==> config.mk <==
export PLATFORM = sky130hd
export DESIGN_NAME = key_auto_repeat_generator
export DESIGN_NICKNAME = d
export VERILOG_FILES = /design/src/hdl/kar_pkg.sv /design/src/hdl/kar_front.sv /design/src/hdl/kar_walk.sv /design/src/hdl/kar_evq.sv /design/src/hdl/key_auto_repeat_generator.sv
export SDC_FILE = /design/constraint.sdc
export NUM_CORES = 1
export LEC_CHECK = 0
export BUFFER_PORTS_ARGS = -buffer_cell sky130_fd_sc_hd__buf_2
export CORE_AREA = 2 2 326 328
export CTS_CLUSTER_DIAMETER = 60
export DETAILED_ROUTE_END_ITERATION = 16
export DIE_AREA = 0 0 328 330
export PLACE_DENSITY = 0.5
export SLEW_MARGIN = 40
export SYNTH_ARGS = -nofsm -noshare
export SYNTH_HDL_FRONTEND = slang
export SYNTH_SLANG_ARGS = --single-unit
==> constraint.sdc <==
create_clock -name i_clk -period 6.5 [get_ports i_clk]
set_input_delay 1.625 -clock i_clk [delete_from_list [all_inputs] [get_ports i_clk]]
set_output_delay 1.625 -clock i_clk [all_outputs]
set_load 0.01 [all_outputs]
==> src/hdl/kar_pkg.sv <==
// Shared types and constants for the key auto-repeat generator.
`timescale 1ns / 1ps

package kar_pkg;

    // Key map width and the ceiling on walked keys set by it
    localparam int KEY_MAP_W    = 16;
    localparam int KEY_LIMIT    = 16;
    localparam int KEY_IDX_W    = 4;
    localparam int TIME_W       = 32;
    localparam int NUM_KEYS_DEF = 16;

    // Configuration port
    localparam int CFG_IDX_W  = 2;
    localparam int CFG_DATA_W = 32;
    localparam logic [CFG_IDX_W-1:0] CFG_REGISTERED_KEYS = 2'd0;
    localparam logic [CFG_IDX_W-1:0] CFG_FIRST_DELAY     = 2'd1;
    localparam logic [CFG_IDX_W-1:0] CFG_REPEAT_INTERVAL = 2'd2;

    localparam logic [KEY_MAP_W-1:0] REG_KEYS_RST  = '0;
    localparam logic [TIME_W-1:0]    FIRST_DLY_RST = 32'd400;
    localparam logic [TIME_W-1:0]    REPEAT_RST    = 32'd200;
    localparam logic [TIME_W-1:0]    DUE_IDLE      = 32'hFFFF_FFFF;

    // Queue depths (powers of two)
    localparam int SCANQ_DEPTH = 2;
    localparam int EVQ_DEPTH   = 2;

    typedef struct packed {
        logic [KEY_MAP_W-1:0] keys_down;
        logic [TIME_W-1:0]    now_ms;
    } t_scan;

    typedef struct packed {
        logic [KEY_IDX_W-1:0] key_index;
        logic                 is_press;
        logic                 last;
    } t_event;

endpackage

==> src/hdl/kar_front.sv <==
// Scan intake: drop unfocused scans and queue focused ones for the walker.
`timescale 1ns / 1ps

module kar_front (
    input  logic                           i_clk,
    input  logic                           i_rst_n,
    input  logic                           i_push,
    input  logic                           i_focused,
    input  logic [kar_pkg::KEY_MAP_W-1:0]  i_keys_down,
    input  logic [kar_pkg::TIME_W-1:0]     i_now_ms,
    output logic                           o_full,
    output logic                           o_scan_valid,
    output kar_pkg::t_scan                 o_scan,
    input  logic                           i_scan_take
);
    import kar_pkg::*;

    localparam int PW = (SCANQ_DEPTH > 1) ? $clog2(SCANQ_DEPTH) : 1;
    localparam int CW = $clog2(SCANQ_DEPTH + 1);

    t_scan          r_q [SCANQ_DEPTH];
    logic [PW-1:0]  r_wp, r_rp;
    logic [CW-1:0]  r_cnt;
    logic           wr, rd;

    assign o_full       = (r_cnt == CW'(SCANQ_DEPTH));
    assign o_scan_valid = (r_cnt != '0);
    assign o_scan       = r_q[r_rp];

    // unfocused scans are accepted and dropped here
    assign wr = i_push && !o_full && i_focused;
    assign rd = i_scan_take && o_scan_valid;

    always_ff @(posedge i_clk) begin
        if (wr) begin
            r_q[r_wp] <= '{keys_down: i_keys_down, now_ms: i_now_ms};
        end
    end

    always_ff @(posedge i_clk) begin
        if (!i_rst_n) begin
            r_wp  <= '0;
            r_rp  <= '0;
            r_cnt <= '0;
        end else begin
            if (wr) r_wp <= PW'(r_wp + 1'b1);
            if (rd) r_rp <= PW'(r_rp + 1'b1);
            case ({wr, rd})
                2'b10:   r_cnt <= CW'(r_cnt + 1'b1);
                2'b01:   r_cnt <= CW'(r_cnt - 1'b1);
                default: r_cnt <= r_cnt;
            endcase
        end
    end

endmodule

==> src/hdl/kar_walk.sv <==
// Key walker: per-key level and due-time state, one key per cycle while the event queue has room, event staging.
`timescale 1ns / 1ps

module kar_walk #(
    parameter int NUM_KEYS = kar_pkg::NUM_KEYS_DEF
) (
    input  logic                           i_clk,
    input  logic                           i_rst_n,
    input  logic                           i_scan_valid,
    input  kar_pkg::t_scan                 i_scan,
    output logic                           o_scan_take,
    input  logic [kar_pkg::KEY_MAP_W-1:0]  i_reg_keys,
    input  logic [kar_pkg::TIME_W-1:0]     i_first_delay,
    input  logic [kar_pkg::TIME_W-1:0]     i_repeat_interval,
    input  logic                           i_evq_full,
    output logic                           o_ev_push,
    output kar_pkg::t_event                o_ev
);
    import kar_pkg::*;

    // keys above the map width can never be registered
    localparam int WALK = (NUM_KEYS < KEY_LIMIT) ? NUM_KEYS : KEY_LIMIT;
    localparam int KW   = (WALK > 1) ? $clog2(WALK) : 1;

    typedef enum logic [2:0] {
        S_IDLE  = 3'b001,
        S_WALK  = 3'b010,
        S_FLUSH = 3'b100
    } t_walk_state;

    t_walk_state           r_state;
    logic [KW-1:0]         r_key;
    logic [KEY_MAP_W-1:0]  r_down;
    logic [TIME_W-1:0]     r_now;
    logic [WALK-1:0]       r_prev;
    logic [TIME_W-1:0]     r_due [WALK];
    logic                  r_pend_valid;
    logic [KEY_IDX_W-1:0]  r_pend_idx;
    logic                  r_pend_press;

    logic                  lvl, regd, chg, fire, emit, step, last_key;
    logic [TIME_W-1:0]     due_cur, due_fire;

    always_comb begin
        lvl      = r_down[r_key];
        regd     = i_reg_keys[r_key];
        chg      = (lvl != r_prev[r_key]);
        due_cur  = chg ? (lvl ? r_now : DUE_IDLE) : r_due[r_key];
        // plain unsigned compare; equal means first emission
        fire     = lvl && (due_cur <= r_now);
        due_fire = r_now + ((due_cur == r_now) ? i_first_delay : i_repeat_interval);
        emit     = regd && (fire || !lvl);
        step     = (r_state == S_WALK) && !i_evq_full;
        last_key = (r_key == KW'(WALK - 1));
    end

    assign o_scan_take = (r_state == S_IDLE) && i_scan_valid;

    // a staged event goes out once the next one is found, or at the end flagged last
    assign o_ev_push = (step && emit && r_pend_valid)
                    || ((r_state == S_FLUSH) && r_pend_valid && !i_evq_full);
    assign o_ev = '{key_index: r_pend_idx, is_press: r_pend_press,
                    last: (r_state == S_FLUSH)};

    always_ff @(posedge i_clk) begin
        if (!i_rst_n) begin
            r_prev <= '0;
            for (int k = 0; k < WALK; k++) begin
                r_due[k] <= DUE_IDLE;
            end
        end else if (step && regd) begin
            r_prev[r_key] <= lvl;
            r_due[r_key]  <= fire ? due_fire : due_cur;
        end
    end

    always_ff @(posedge i_clk) begin
        if (o_scan_take) begin
            r_down <= i_scan.keys_down;
            r_now  <= i_scan.now_ms;
        end
        if (step && emit) begin
            r_pend_idx   <= KEY_IDX_W'(r_key);
            r_pend_press <= lvl;
        end
    end

    always_ff @(posedge i_clk) begin
        if (!i_rst_n) begin
            r_state      <= S_IDLE;
            r_key        <= '0;
            r_pend_valid <= 1'b0;
        end else begin
            case (r_state)
                S_IDLE: begin
                    if (o_scan_take) begin
                        r_key   <= '0;
                        r_state <= S_WALK;
                    end
                end
                S_WALK: begin
                    if (step) begin
                        if (emit) r_pend_valid <= 1'b1;
                        if (last_key) begin
                            r_state <= S_FLUSH;
                        end else begin
                            r_key <= KW'(r_key + 1'b1);
                        end
                    end
                end
                S_FLUSH: begin
                    if (!r_pend_valid) begin
                        r_state <= S_IDLE;
                    end else if (!i_evq_full) begin
                        r_pend_valid <= 1'b0;
                        r_state      <= S_IDLE;
                    end
                end
                default: begin
                    r_state <= S_IDLE;
                end
            endcase
        end
    end

endmodule

==> src/hdl/kar_evq.sv <==
// Event queue: holds finished events until the consumer pops them.
`timescale 1ns / 1ps

module kar_evq (
    input  logic             i_clk,
    input  logic             i_rst_n,
    input  logic             i_ev_push,
    input  kar_pkg::t_event  i_ev,
    output logic             o_evq_full,
    output logic             o_empty,
    output kar_pkg::t_event  o_ev,
    input  logic             i_pop
);
    import kar_pkg::*;

    localparam int PW = (EVQ_DEPTH > 1) ? $clog2(EVQ_DEPTH) : 1;
    localparam int CW = $clog2(EVQ_DEPTH + 1);

    t_event         r_q [EVQ_DEPTH];
    logic [PW-1:0]  r_wp, r_rp;
    logic [CW-1:0]  r_cnt;
    logic           wr, rd;

    assign o_evq_full = (r_cnt == CW'(EVQ_DEPTH));
    assign o_empty    = (r_cnt == '0);
    assign o_ev       = r_q[r_rp];

    assign wr = i_ev_push && !o_evq_full;
    assign rd = i_pop && !o_empty;

    always_ff @(posedge i_clk) begin
        if (wr) begin
            r_q[r_wp] <= i_ev;
        end
    end

    always_ff @(posedge i_clk) begin
        if (!i_rst_n) begin
            r_wp  <= '0;
            r_rp  <= '0;
            r_cnt <= '0;
        end else begin
            if (wr) r_wp <= PW'(r_wp + 1'b1);
            if (rd) r_rp <= PW'(r_rp + 1'b1);
            case ({wr, rd})
                2'b10:   r_cnt <= CW'(r_cnt + 1'b1);
                2'b01:   r_cnt <= CW'(r_cnt - 1'b1);
                default: r_cnt <= r_cnt;
            endcase
        end
    end

endmodule

==> src/hdl/key_auto_repeat_generator.sv <==
// With the walker idle, a scan's first word reaches the output queue once the second emitting key is
// found, or at the flush when a single key emits. Each scan is loaded, its keys walked one key per
// cycle while the event queue has room, then flushed; the walker takes the next scan only once back in
// idle. Unfocused scans are dropped on entry. Two scans queue in front, two words behind.
// Reset (synchronous, active low): queues empty, all keys up, due times all ones,
// registered keys cleared, first delay 400 and repeat interval 200.
`timescale 1ns / 1ps

module key_auto_repeat_generator #(
    parameter int NUM_KEYS = kar_pkg::NUM_KEYS_DEF
) (
    input  logic                            i_clk,
    input  logic                            i_rst_n,
    // scan input
    input  logic                            push,
    output logic                            full,
    input  logic                            i_focused,
    input  logic [kar_pkg::KEY_MAP_W-1:0]   i_keys_down,
    input  logic [kar_pkg::TIME_W-1:0]      i_now_ms,
    // event output
    output logic                            empty,
    input  logic                            pop,
    output logic [kar_pkg::KEY_IDX_W-1:0]   o_key_index,
    output logic                            o_is_press,
    output logic                            o_last,
    // configuration writes
    input  logic                            i_cfg_we,
    input  logic [kar_pkg::CFG_IDX_W-1:0]   i_cfg_idx,
    input  logic [kar_pkg::CFG_DATA_W-1:0]  i_cfg_data
);
    import kar_pkg::*;

    logic [KEY_MAP_W-1:0] r_reg_keys;
    logic [TIME_W-1:0]    r_first_delay;
    logic [TIME_W-1:0]    r_repeat_interval;

    logic    scan_valid, scan_take, ev_push, evq_full;
    t_scan   scan;
    t_event  ev_in, ev_out;

    // Configuration registers: the user is to write them only while the block is idle, so the
    // walker reads them live; the block itself does not enforce this. An unknown index is ignored.
    always_ff @(posedge i_clk) begin
        if (!i_rst_n) begin
            r_reg_keys        <= REG_KEYS_RST;
            r_first_delay     <= FIRST_DLY_RST;
            r_repeat_interval <= REPEAT_RST;
        end else if (i_cfg_we) begin
            case (i_cfg_idx)
                CFG_REGISTERED_KEYS: r_reg_keys        <= i_cfg_data[KEY_MAP_W-1:0];
                CFG_FIRST_DELAY:     r_first_delay     <= i_cfg_data[TIME_W-1:0];
                CFG_REPEAT_INTERVAL: r_repeat_interval <= i_cfg_data[TIME_W-1:0];
                default: ;
            endcase
        end
    end

    // Front: take scans, drop the unfocused ones, queue the rest
    kar_front u_front (
        .i_clk        (i_clk),
        .i_rst_n      (i_rst_n),
        .i_push       (push),
        .i_focused    (i_focused),
        .i_keys_down  (i_keys_down),
        .i_now_ms     (i_now_ms),
        .o_full       (full),
        .o_scan_valid (scan_valid),
        .o_scan       (scan),
        .i_scan_take  (scan_take)
    );

    // Back: walk the keys, update levels and due times, stage one event so
    // the final word of a scan can carry its last flag
    kar_walk #(
        .NUM_KEYS (NUM_KEYS)
    ) u_walk (
        .i_clk             (i_clk),
        .i_rst_n           (i_rst_n),
        .i_scan_valid      (scan_valid),
        .i_scan            (scan),
        .o_scan_take       (scan_take),
        .i_reg_keys        (r_reg_keys),
        .i_first_delay     (r_first_delay),
        .i_repeat_interval (r_repeat_interval),
        .i_evq_full        (evq_full),
        .o_ev_push         (ev_push),
        .o_ev              (ev_in)
    );

    // Output queue: hold finished words for the consumer
    kar_evq u_evq (
        .i_clk      (i_clk),
        .i_rst_n    (i_rst_n),
        .i_ev_push  (ev_push),
        .i_ev       (ev_in),
        .o_evq_full (evq_full),
        .o_empty    (empty),
        .o_ev       (ev_out),
        .i_pop      (pop)
    );

    assign o_key_index = ev_out.key_index;
    assign o_is_press  = ev_out.is_press;
    assign o_last      = ev_out.last;

endmodule

==> results of run 1 <==
==> cell usage in the layout (no fill, tap or decap), types with 17 or more instances in the layout <==
cell type / synthesis / layout
dfxtp_1: 117 / 110
clkbuf_16: 0 / 87
ha_1: 69 / 65
nand3_1: 140 / 136
nor2_1: 112 / 86
buf_2: 44 / 95
mux2i_4: 19 / 19
a21oi_1: 181 / 169
mux4_2: 175 / 175
buf_4: 23 / 197
nor2_4: 1 / 22
nand2_1: 619 / 611
nor3_1: 20 / 17
buf_12: 0 / 31
mux2_2: 85 / 84
clkinv_2: 0 / 18
edfxtp_1: 673 / 673
inv_1: 50 / 48
xnor2_1: 20 / 20
a21oi_2: 18 / 30
clkinv_1: 0 / 20
o21ai_0: 55 / 40
clkbuf_1: 122 / 19
==> cells by family after synthesis <==
logic type | count (synthesis) | synth area share
and+or+nand+nor | 973 | 0.113
DFF | 790 | 0.619
AOI/OAI and AO/OA | 332 | 0.0551
muxes | 288 | 0.149
buffers and inverters | 258 | 0.0317
adders and majority gates | 70 | 0.0243
xor gates and xnor gates | 33 | 0.00794
==> metal layers <==
metal	share of wire	global-route usage	wire, microns	vias to the layer above
met5	0	0	0	-
met4	0.023	0.0550	2440	0
met3	0.062	0.0248	6590	153
met2	0.50	0.341	53000	870
met1	0.42	0.259	44100	12003
li1	-	-	-	10593
==> flip-flops by register name, summed over array words and instances, names as in the netlist, named ones only <==
| signal | count |
|---|---|
| r_repeat_interval | 32 |
| u_walk.r_prev | 16 |
| u_evq.r_rp | 1 |
| r_first_delay | 32 |
| u_front.r_cnt | 2 |
| u_evq.r_wp | 1 |
| u_walk.r_key | 4 |
| u_front.r_wp | 1 |
| r_reg_keys | 16 |
| u_walk.r_pend_valid | 1 |
| u_walk.r_state | 3 |
| u_evq.r_q | 12 |
| u_walk.r_pend_press | 1 |
| u_evq.r_cnt | 2 |
| u_walk.r_pend_idx | 4 |
| u_walk.r_down | 16 |
| u_front.r_q | 96 |
| u_front.r_rp | 1 |
| u_walk.r_now | 32 |
| u_walk.r_due | 512 |
==> synthesized netlist by cell type, types with 7 or more instances <==
library cell	instances	area share
nand2_1	619	0.064
a21oi_2	18	0.0043
nand2b_1	7	0.0012
edfxtp_1	673	0.56
nor2b_1	8	0.0014
buf_2	44	0.0060
dfxtp_1	117	0.064
clkbuf_1	122	0.013
xor2_1	13	0.0031
or3_1	7	0.0012
buf_4	23	0.0047
mux2i_1	9	0.0025
a21oi_1	181	0.025
inv_1	50	0.0052
nor3_1	20	0.0027
nor2_1	112	0.012
buf_1	13	0.0013
a21o_1	13	0.0027
nand4_1	13	0.0022
o21ai_0	55	0.0076
o211ai_1	8	0.0016
ha_1	69	0.024
mux4_2	175	0.11
xnor2_1	20	0.0048
and3_1	10	0.0017
nand3_1	140	0.019
mux2_2	85	0.026
mux2i_4	19	0.012
==> metrics by stage <==
stage	hold slack, ns	power, mW	TNS (ns)
after floorplan	0.403	9.80	-0.0208
after global placement	0.441	11.9	-17.12
final	0.448	17.0	-0.0617
after global routing	0.472	17.8	-19.07
after detailed placement	0.435	12.1	-29.13
after CTS	0.449	17.0	0
==> worst max-delay path, stage by stage (launching register included) <==
cell	delay [ns]
dfxtp_4	0.41
buf_12	0.14
buf_16	0.18
mux4_2	0.52
mux4_2	0.59
a21oi_1	0.23
a21oi_2	0.10
ha_1	0.31
nand4_1	0.17
nor4_4	0.40
nand3_2	0.19
buf_4	0.18
mux2_2	0.30
fa_2	0.40
a21o_1	0.19
buf_4	0.14
a311oi_2	0.34
o21ai_1	0.15
a221oi_1	0.27
buf_4	0.18
a41oi_1	0.15
xor2_1	0.20
mux2i_4	0.21
buf_12	0.18
nand2_1	0.06
==> worst paths after layout <==
check,endpoint,startpoint,slack [ns]
worst max-delay path,u_walk.r_due[5][24]$_SDFFCE_PN1P_,flip-flop,-0.02
worst min register to register,u_evq.r_q[1][4]$_DFFE_PP_,u_walk.r_pend_idx[2]$_DFFE_PP_,0.45
worst max register to register,u_walk.r_due[5][24]$_SDFFCE_PN1P_,flip-flop,-0.02
worst min-delay path,u_evq.r_q[1][4]$_DFFE_PP_,u_walk.r_pend_idx[2]$_DFFE_PP_,0.45
==> final cells by class <==
type	count	area [sq um]
sequential	790	22600
clock buffer	107	2250
inverter	50	189
fill	9586	61200
tap	1391	1740
clock inverter	55	453
multi-input combinational	1697	13300
timing repair buffer	346	3010
antenna	1	2.50
==> power by group through the flow <==
stage	Sequential (mW)	Combinational (mW)	Clock (mW)
6_report	5.96	6.32	4.72
5_1_grt	5.98	6.79	5.00
4_1_cts	5.96	6.27	4.80
3_5_place_dp	6.07	5.99	0
3_3_place_gp	6.07	5.83	0
2_1_floorplan	5.98	3.82	0
==> timing repair <==
item / CTS / global route
resized for setup: 34 / 27
cloned: 6 / 0
setup endpoints to repair: 224 / 210
pin swaps: 15 / 13
buffers inserted: 10 / 4
hold endpoints to repair: 0 / 0
==> results.json, run 1 <==
{
  "status": "finished with violations",
  "violations": "setup timing",
  "startpoint_type": "flip-flop",
  "hold_class": "reg2reg",
  "fin_area_sq_um": 43500,
  "syn_to_final_growth_pct": 19.5,
  "critical_path.endpoint_type": "flip-flop",
  "fmax_ghz": 0.153,
  "utilization": 0.416,
  "syn_area_sq_um": 36400,
  "final.setup.worst_slack_ns": -0.0173,
  "min_path_cells": 0,
  "synthDistinctLibCells": 76,
  "ant_nets": 0,
  "hpwlAfterDp_microns": 67700,
  "grt_pass1_vias": 24203,
  "dieArea_sq_um": 108000,
  "swShare": 0.350,
  "worst_clock_skew_ns": 0.0423,
  "cts_tree": "done",
  "synth_cells": 2744,
  "r2r_cells": 24,
  "yosysSeqAreaShare": 0.619,
  "htree_levels": 3,
  "fp.dieW_microns": 328,
  "grt_max_degree": 87,
  "core_area_sq_um": 105000,
  "hold_buffers": 0,
  "critPathMaxFanout": 16,
  "clockBufferDepth": 3,
  "leakagePower_nw": 12.5,
  "clockPowerShare": 0.278,
  "yosys_most_used_dff": "edfxtp_1",
  "synth-edff-count": 673,
  "rsz0062_at_grt": "yes",
  "syn_nets": 2902,
  "finalNonFillerCells": 4437,
  "p_seq_frac": 0.351,
  "hold_violations": 0,
  "clock_latency_ns": 0.68,
  "fin_crit_ns": 6.52,
  "first_pass_iters": 5,
  "dp_slack_ns": -0.316,
  "final_layout_size_suffix_gt1_frac": 0.292,
  "initial_core_util": 0.348,
  "grt_usage": 0.197,
  "postPlaceCellArea_sq_um": 40300,
  "fp.dieH_microns": 330,
  "cts_root_buf": "clkbuf_16",
  "place_inst": 4254,
  "max_slew_margin": 0.401,
  "ir_drop_v": 0.000236,
  "tightestPinTransition_ns": 0.896,
  "period_share": 1.00,
  "antenna_found_initial": 1,
  "p_sw_mw": 5.95,
  "numPortBuffers": 95,
  "num_vias": 23619,
  "viasPerCell": 5.32,
  "overflow": 0,
  "pwr-share-comb": 0.372,
  "wl_per_cell_microns": 23.9,
  "critPathKind": "reg2reg",
  "critPathArrivalTime_ns": 6.88,
  "required_ns": 6.86,
  "async_flop_share": 0,
  "gp_congestion": 0.817,
  "dr.first_iter.drc_count": 2126,
  "cts_made_buffers": 86,
  "ios": 96,
  "nNetsFinal": 3129,
  "drc_errors": 0,
  "synth_seq_cells": 790,
  "grt_pass1_wl_microns": 157000,
  "maxSlewViolCount": 0,
  "placementRows": 119,
  "max_cap_violations": 0,
  "setup_violations": 9,
  "powerDensity_nw_per_um2": 391,
  "wl_microns": 106000,
  "path_clk_slew_ns": 0.06,
  "p_int_mw": 11.0,
  "yosysWarnings": 0,
  "syn_area_per_cell_sq_um": 13.3,
  "cts.sinks": 790
}
Power figures use the tool's default switching activity.
==> inputs of run 2 (changes only) <==
Settings changed: PLACE_DENSITY 0.5 to 0.49.
Clock period 6.5 ns to 6.31 ns, I/O delays scaled along.
==> run 2 against run 1 <==
The flow still finishes with violations (setup timing). Via count rose by 0.90%. Sequential share of layout area fell by 1.6 points. Maximum frequency fell by 1.6%. Non-clock buffer count rose by 67. Wire length is 0.91% higher. Die area did not move. Count of clock-buffer cells in the layout fell by 4. Sequential cell count unchanged. Utilization grew 1.3 points. Critical endpoint is now u_walk.r_due[5][30]$_SDFFCE_PN1P_. Final cell count rose by 1.5%.
==> results.json, run 2 (synthesized netlist as in run 1, its figures left out) <==
{
  "period_share": 1.05,
  "wl_per_cell_microns": 23.8,
  "wl_microns": 107000,
  "p_total_mw": 18.7,
  "fmax_ghz": 0.151,
  "tightestPinTransition_ns": 0.888,
  "hold_violations": 0,
  "fin_crit_ns": 6.62,
  "largest_reg_flops": 512,
  "critPathKind": "reg2reg",
  "fp.dieW_microns": 328,
  "htree_levels": 3,
  "hold_class": "reg2reg",
  "ir_drop_v": 0.000247,
  "grt_pass1_vias": 24510,
  "crit_buf_inv": 2,
  "first_pass_iters": 5,
  "overflow": 0,
  "worst_clock_skew_ns": 0.0337,
  "cts.sinks": 790,
  "clockBufferDepth": 3,
  "core_area_sq_um": 105000,
  "critPathSlowestCell": "mux4_2",
  "critPathMaxFanout": 8,
  "cts_root_buf": "clkbuf_16",
  "final.setup.worst_slack_ns": -0.314,
  "powerDensity_nw_per_um2": 416,
  "num_vias": 23832,
  "startpoint_type": "flip-flop",
  "fp.dieH_microns": 330,
  "placementRows": 119,
  "nNetsFinal": 3197,
  "antenna_found_initial": 5,
  "largestRegisters": "u_walk.r_due x512, u_front.r_q x96",
  "layout_commonest_cell": "edfxtp_1",
  "critPathArrivalTime_ns": 7.00,
  "dieArea_sq_um": 108000,
  "ant_nets": 0,
  "syn_to_final_growth_pct": 23.3,
  "numPortBuffers": 95,
  "gp_congestion": 0.857,
  "critical_path.endpoint_type": "flip-flop",
  "drc_errors": 0,
  "status": "finished with violations",
  "rrSetupSlack_ns": -0.31,
  "rsz0062_at_grt": "yes",
  "cts_tree": "done",
  "n_antenna_cell": 0,
  "place_inst": 4315,
  "initial_core_util": 0.348,
  "max_cap_violations": 0,
  "dp_slack_ns": -0.728,
  "leakagePower_nw": 13.2,
  "clock_latency_ns": 0.67,
  "grt_usage": 0.197,
  "cpPeakStageDelay_ns": 0.66,
  "grt_pass1_wl_microns": 157000,
  "top_register": "u_walk.r_due",
  "cts_made_buffers": 87,
  "setup_violations": 166,
  "finalNonFillerCells": 4505,
  "maxSlewViolCount": 0,
  "grt_max_degree": 85,
  "hpwlAfterDp_microns": 69600,
  "ios": 96,
  "utilization": 0.429,
  "violations": "setup timing",
  "layout_common_cells": "edfxtp_1 (673), nand2_1 (578), buf_4 (247)",
  "cpLargestDelayFamily": "multiplexers",
  "dr.first_iter.drc_count": 2207,
  "hold_buffers": 0,
  "required_ns": 6.69,
  "max_slew_margin": 0.406,
  "viasPerCell": 5.29,
  "crit_chain": "buf_6, mux4_2, mux4_2, or2_4, nor2_4, a21oi_2, ha_1, nand4_1, nor4_4, nand3_2, mux2_4, ha_4, fa_2, a21o_1, a221oi_2, and3b_2, nor3_4, o31ai_4, a311oi_2, mux2i_2, buf_6, nand3_1",
  "final_layout_size_suffix_gt1_frac": 0.328,
  "path_clk_slew_ns": 0.06
}
[run 2: changes by cell type in the layout (fill, tap and decap cells not counted), moves of 4 or more]
cell       previous run  this run
buf_12               31        46
o21ai_2               2         6
nand2_1             611       578
clkbuf_1             19        14
nand3_2               4        18
clkbuf_16            87        91
bufinv_16             4        16
nand2_2              10        31
nand3_1             136       122
nand2_4               2        14
buf_4               197       247
[run 2: timing repair]
item,in CTS,in global routing
resized for setup,20,107
endpoints found under the setup margin,323,339
gates cloned,3,4
pin swaps,1,10
buffers inserted,8,11
[run 2: layout make-up]
type,instances,area [sq um]
multi-input combinational,1697,13600
fill,9481,59800
tap,1391,1740
timing repair buffer,413,3730
clock inverter,61,817
inverter,50,189
sequential,790,22600
clock buffer,103,2270
[run 2: final timing paths]
kind,cells after the start,from,end
min,2,r_repeat_interval[24]$_SDFFE_PN0P_,r_repeat_interval[24]$_SDFFE_PN0P_
max reg2reg,22,u_walk.r_key[0]$_SDFFE_PN0P_,u_walk.r_due[5][30]$_SDFFCE_PN1P_
max,22,u_walk.r_key[0]$_SDFFE_PN0P_,u_walk.r_due[5][30]$_SDFFCE_PN1P_
min reg2reg,2,r_repeat_interval[24]$_SDFFE_PN0P_,r_repeat_interval[24]$_SDFFE_PN0P_
[run 2: routing by layer]
layer / vias to the layer above / track usage / share of wire
li1: 10727 / - / -
met4: 0 / 0.0593 / 0.027
met1: 12107 / 0.249 / 0.41
met5: - / 0 / 0
met2: 824 / 0.343 / 0.50
met3: 174 / 0.0369 / 0.066
[run 2: where the power goes]
group	internal (mW)	switching [mW]	total [mW]
Combinational	3.05	4.03	7.08
Sequential	5.97	0.174	6.14
Clock	3.26	2.18	5.44
[run 2: stage by stage]
step / TNS, ns / cell area, sq um / hold WS, ns
final: -25.05 / 44900 / 0.454
after detailed placement: -102.53 / 41000 / 0.444
after global routing: -77.81 / 44900 / 0.468
after floorplan: -2.28 / 36600 / 0.403
after CTS: -22.44 / 44300 / 0.454
after global placement: -73.67 / 40700 / 0.439
[run 2: worst reg2reg max path: stages, from the launching register on]
cell and delay, ns:
dfxtp_4 0.37, buf_6 0.13, mux4_2 0.49, mux4_2 0.66, or2_4 0.36, nor2_4 0.10
a21oi_2 0.05, ha_1 0.31, nand4_1 0.19, nor4_4 0.46, nand3_2 0.20, mux2_4 0.35
ha_4 0.17, fa_2 0.36, a21o_1 0.21, a221oi_2 0.35, and3b_2 0.27, nor3_4 0.22
o31ai_4 0.11, a311oi_2 0.32, mux2i_2 0.40, buf_6 0.19, nand3_1 0.08
==> inputs of run 3 (changes only) <==
Settings changed: ABC_AREA set to 1, CORE_AREA 2 2 326 328 to 2 2 335 337, CTS_CLUSTER_SIZE set to 20, DIE_AREA 0 0 328 330 to 0 0 337 339, HOLD_SLACK_MARGIN set to 0.03.
==> run 3 against run 2 <==
Worst hold slack better by 0.00070 ns. Final cell count increased by 25%. Combinational power up 34%. Largest power group unchanged. Sequential power is 3.3% higher. Critical endpoint is now u_walk.r_due[9][18]$_SDFFCE_PN1P_. Via count rose by 20%. Synthesized area is 5.8% higher. Wire length increased by 16%. Cell area decreased by 2.8%. Sequential cell count unchanged. The run now ends clean. Count of clock-buffer cells in the layout is 21 lower. Global-route usage increased by 1.9 points. Die area rose by 5.5%.
==> results.json, run 3 <==
{
  "grt_pass1_wl_microns": 183000,
  "hpwlAfterDp_microns": 74700,
  "ir_drop_v": 0.000315,
  "pwr-share-comb": 0.457,
  "layout_common_cells": "nand2_1 (695), edfxtp_1 (673), nand3_1 (525)",
  "clockBufferDepth": 3,
  "hold_class": "reg2reg",
  "grt_pass1_vias": 27237,
  "syn_area_per_cell_sq_um": 9.53,
  "synth_seq_cells": 790,
  "required_ns": 6.70,
  "cpPeakStageDelay_ns": 0.44,
  "yosysSeqAreaShare": 0.585,
  "synth-edff-count": 673,
  "p_total_mw": 20.8,
  "num_vias": 28690,
  "critPathMaxFanout": 58,
  "initial_core_util": 0.349,
  "p_seq_frac": 0.305,
  "setup_violations": 0,
  "cts_root_buf": "clkbuf_16",
  "ios": 96,
  "dieArea_sq_um": 114000,
  "async_flop_share": 0,
  "p_int_mw": 11.0,
  "max_slew_margin": 0.418,
  "synth_most_common_cell": "nand2_1",
  "powerDensity_nw_per_um2": 476,
  "fp.dieH_microns": 339,
  "yosysTopAreaCell": "edfxtp_1",
  "ant_nets": 0,
  "hold_buffers": 0,
  "grt_max_degree": 87,
  "synth_area_leaders": "edfxtp_1 (52%), nand2_1 (6.9%), nand3_1 (6.8%)",
  "clockPowerShare": 0.238,
  "worst_clock_skew_ns": 0.0326,
  "rsz0062_at_grt": "no",
  "wl_per_cell_microns": 22.1,
  "period_share": 0.942,
  "nNetsFinal": 4239,
  "critPathArrivalTime_ns": 6.33,
  "syn_to_final_growth_pct": 13.3,
  "gp_congestion": 0.929,
  "yosysWarnings": 0,
  "largest_reg_flops": 512,
  "placementRows": 122,
  "cts_tree": "done",
  "dr.first_iter.drc_count": 2575,
  "path_clk_slew_ns": 0.08,
  "cpLargestDelayFamily": "simple AND/OR/NAND/NOR gates",
  "syn_area_sq_um": 38500,
  "tightestPinTransition_ns": 0.873,
  "htree_levels": 3,
  "fmax_ghz": 0.168,
  "antenna_found_initial": 2,
  "critPathSlowestCell": "dfxtp_4",
  "clock_latency_ns": 0.69,
  "cts.sinks": 790,
  "viasPerCell": 5.09,
  "grt_usage": 0.216,
  "numPortBuffers": 95,
  "crit_buf_inv": 6,
  "layout_commonest_cell": "nand2_1",
  "synthDistinctLibCells": 47,
  "leakagePower_nw": 16.8,
  "n_antenna_cell": 0,
  "crit_top_cell": "nand2_1",
  "swShare": 0.471,
  "maxSlewViolCount": 0,
  "fin_crit_ns": 5.94,
  "drc_errors": 0,
  "finalNonFillerCells": 5635,
  "syn_nets": 4202,
  "critical_path.endpoint_type": "flip-flop",
  "fp.dieW_microns": 337,
  "setup_tns_ns": 0,
  "core_area_sq_um": 110000,
  "top_register": "u_walk.r_due",
  "ys_top_cells_by_count": "nand2_1 (711), edfxtp_1 (673), nand3_1 (525)",
  "hold_ws_ns": 0.454,
  "largestRegisters": "u_walk.r_due x512, u_front.r_q x96",
  "startpoint_type": "flip-flop",
  "yosys_most_used_dff": "edfxtp_1",
  "wl_microns": 125000,
  "max_cap_violations": 0,
  "cts_made_buffers": 78,
  "overflow": 0,
  "status": "complete, no violations",
  "synth_cells": 4044,
  "place_inst": 5482,
  "critPathKind": "reg2reg",
  "hold_violations": 0,
  "final_layout_size_suffix_gt1_frac": 0.127,
  "yosys.area.top_type_share": 0.525,
  "first_pass_iters": 5,
  "p_sw_mw": 9.79
}
==> run 3: changes by cell type after synthesis, moves of 38 or more <==
cell	before	now
buf_2	44	101
a21oi_1	181	255
mux2_2	85	6
nand3_1	140	525
mux2i_1	9	47
inv_1	50	406
o211ai_1	8	54
nand2_1	619	711
nor2_1	112	305
o21ai_0	55	385
inv_2	0	40
mux4_2	175	0
==> run 3: power groups by stage <==
stage                     sequential, mW  combinational [mW]  clock (mW)
after floorplan                     6.25                6.83           0
after global placement              6.46                9.27           0
after detailed placement            6.45                9.28           0
after CTS                           6.34                9.30        5.03
after global routing                6.35                10.3        5.22
final                               6.34                9.48        4.94
==> run 3: per-stage QoR <==
step           instance area (sq um)  worst slack [ns]   util
2_1_floorplan                  38500             0.927      -
5_1_grt                        43600            0.0142  0.395
3_3_place_gp                   40800             0.201  0.369
6_report                       43600             0.367  0.395
4_1_cts                        43500             0.159  0.394
3_5_place_dp                   40800             0.220  0.370
==> run 3: kinds of logic after synthesis <==
kind of cell,Yosys count,synth area share
AO/OA/AOI/OAI,771,0.108
XOR/XNOR,15,0.00341
adder cells (fa/ha/maj),70,0.0229
buffers and inverters,722,0.0815
flip-flops,790,0.585
multiplexers,53,0.0140
AND/OR/NAND/NOR,1623,0.185
==> run 3: final cells by class <==
type	count	area [sq um]
clock buffers	82	1980
clock inverters	64	726
fillers	10848	66700
inverters	449	1740
multi-input cells	2532	13000
flip-flops and latches	790	22600
well taps	1488	1860
repair buffers	230	1760
==> run 3: path summary, 6_finish.rpt <==
kind	to	slack [ns]	startpoint	cells past startpoint
max reg2reg	u_walk.r_due[9][18]$_SDFFCE_PN1P_	0.37	flip-flop	30
min reg2reg	u_evq.r_q[1][5]$_DFFE_PP_	0.45	u_walk.r_pend_idx[3]$_DFFE_PP_	0
max	u_walk.r_due[9][18]$_SDFFCE_PN1P_	0.37	flip-flop	30
min	u_evq.r_q[1][5]$_DFFE_PP_	0.45	u_walk.r_pend_idx[3]$_DFFE_PP_	0
==> run 3: per-layer routing <==
layer  routed length, microns  vias to the layer above  GRT usage
met3                     6840                      152     0.0251
met5                        0                        -          0
met2                    59200                      845      0.356
met4                     2450                        0     0.0530
met1                    56100                    13787      0.303
li1                         -                    13906          -
==> run 3: what timing repair did <==
item / CTS / global route
buffers inserted: 0 / 7
gates resized for setup: 0 / 21
setup endpoints to repair: 0 / 352
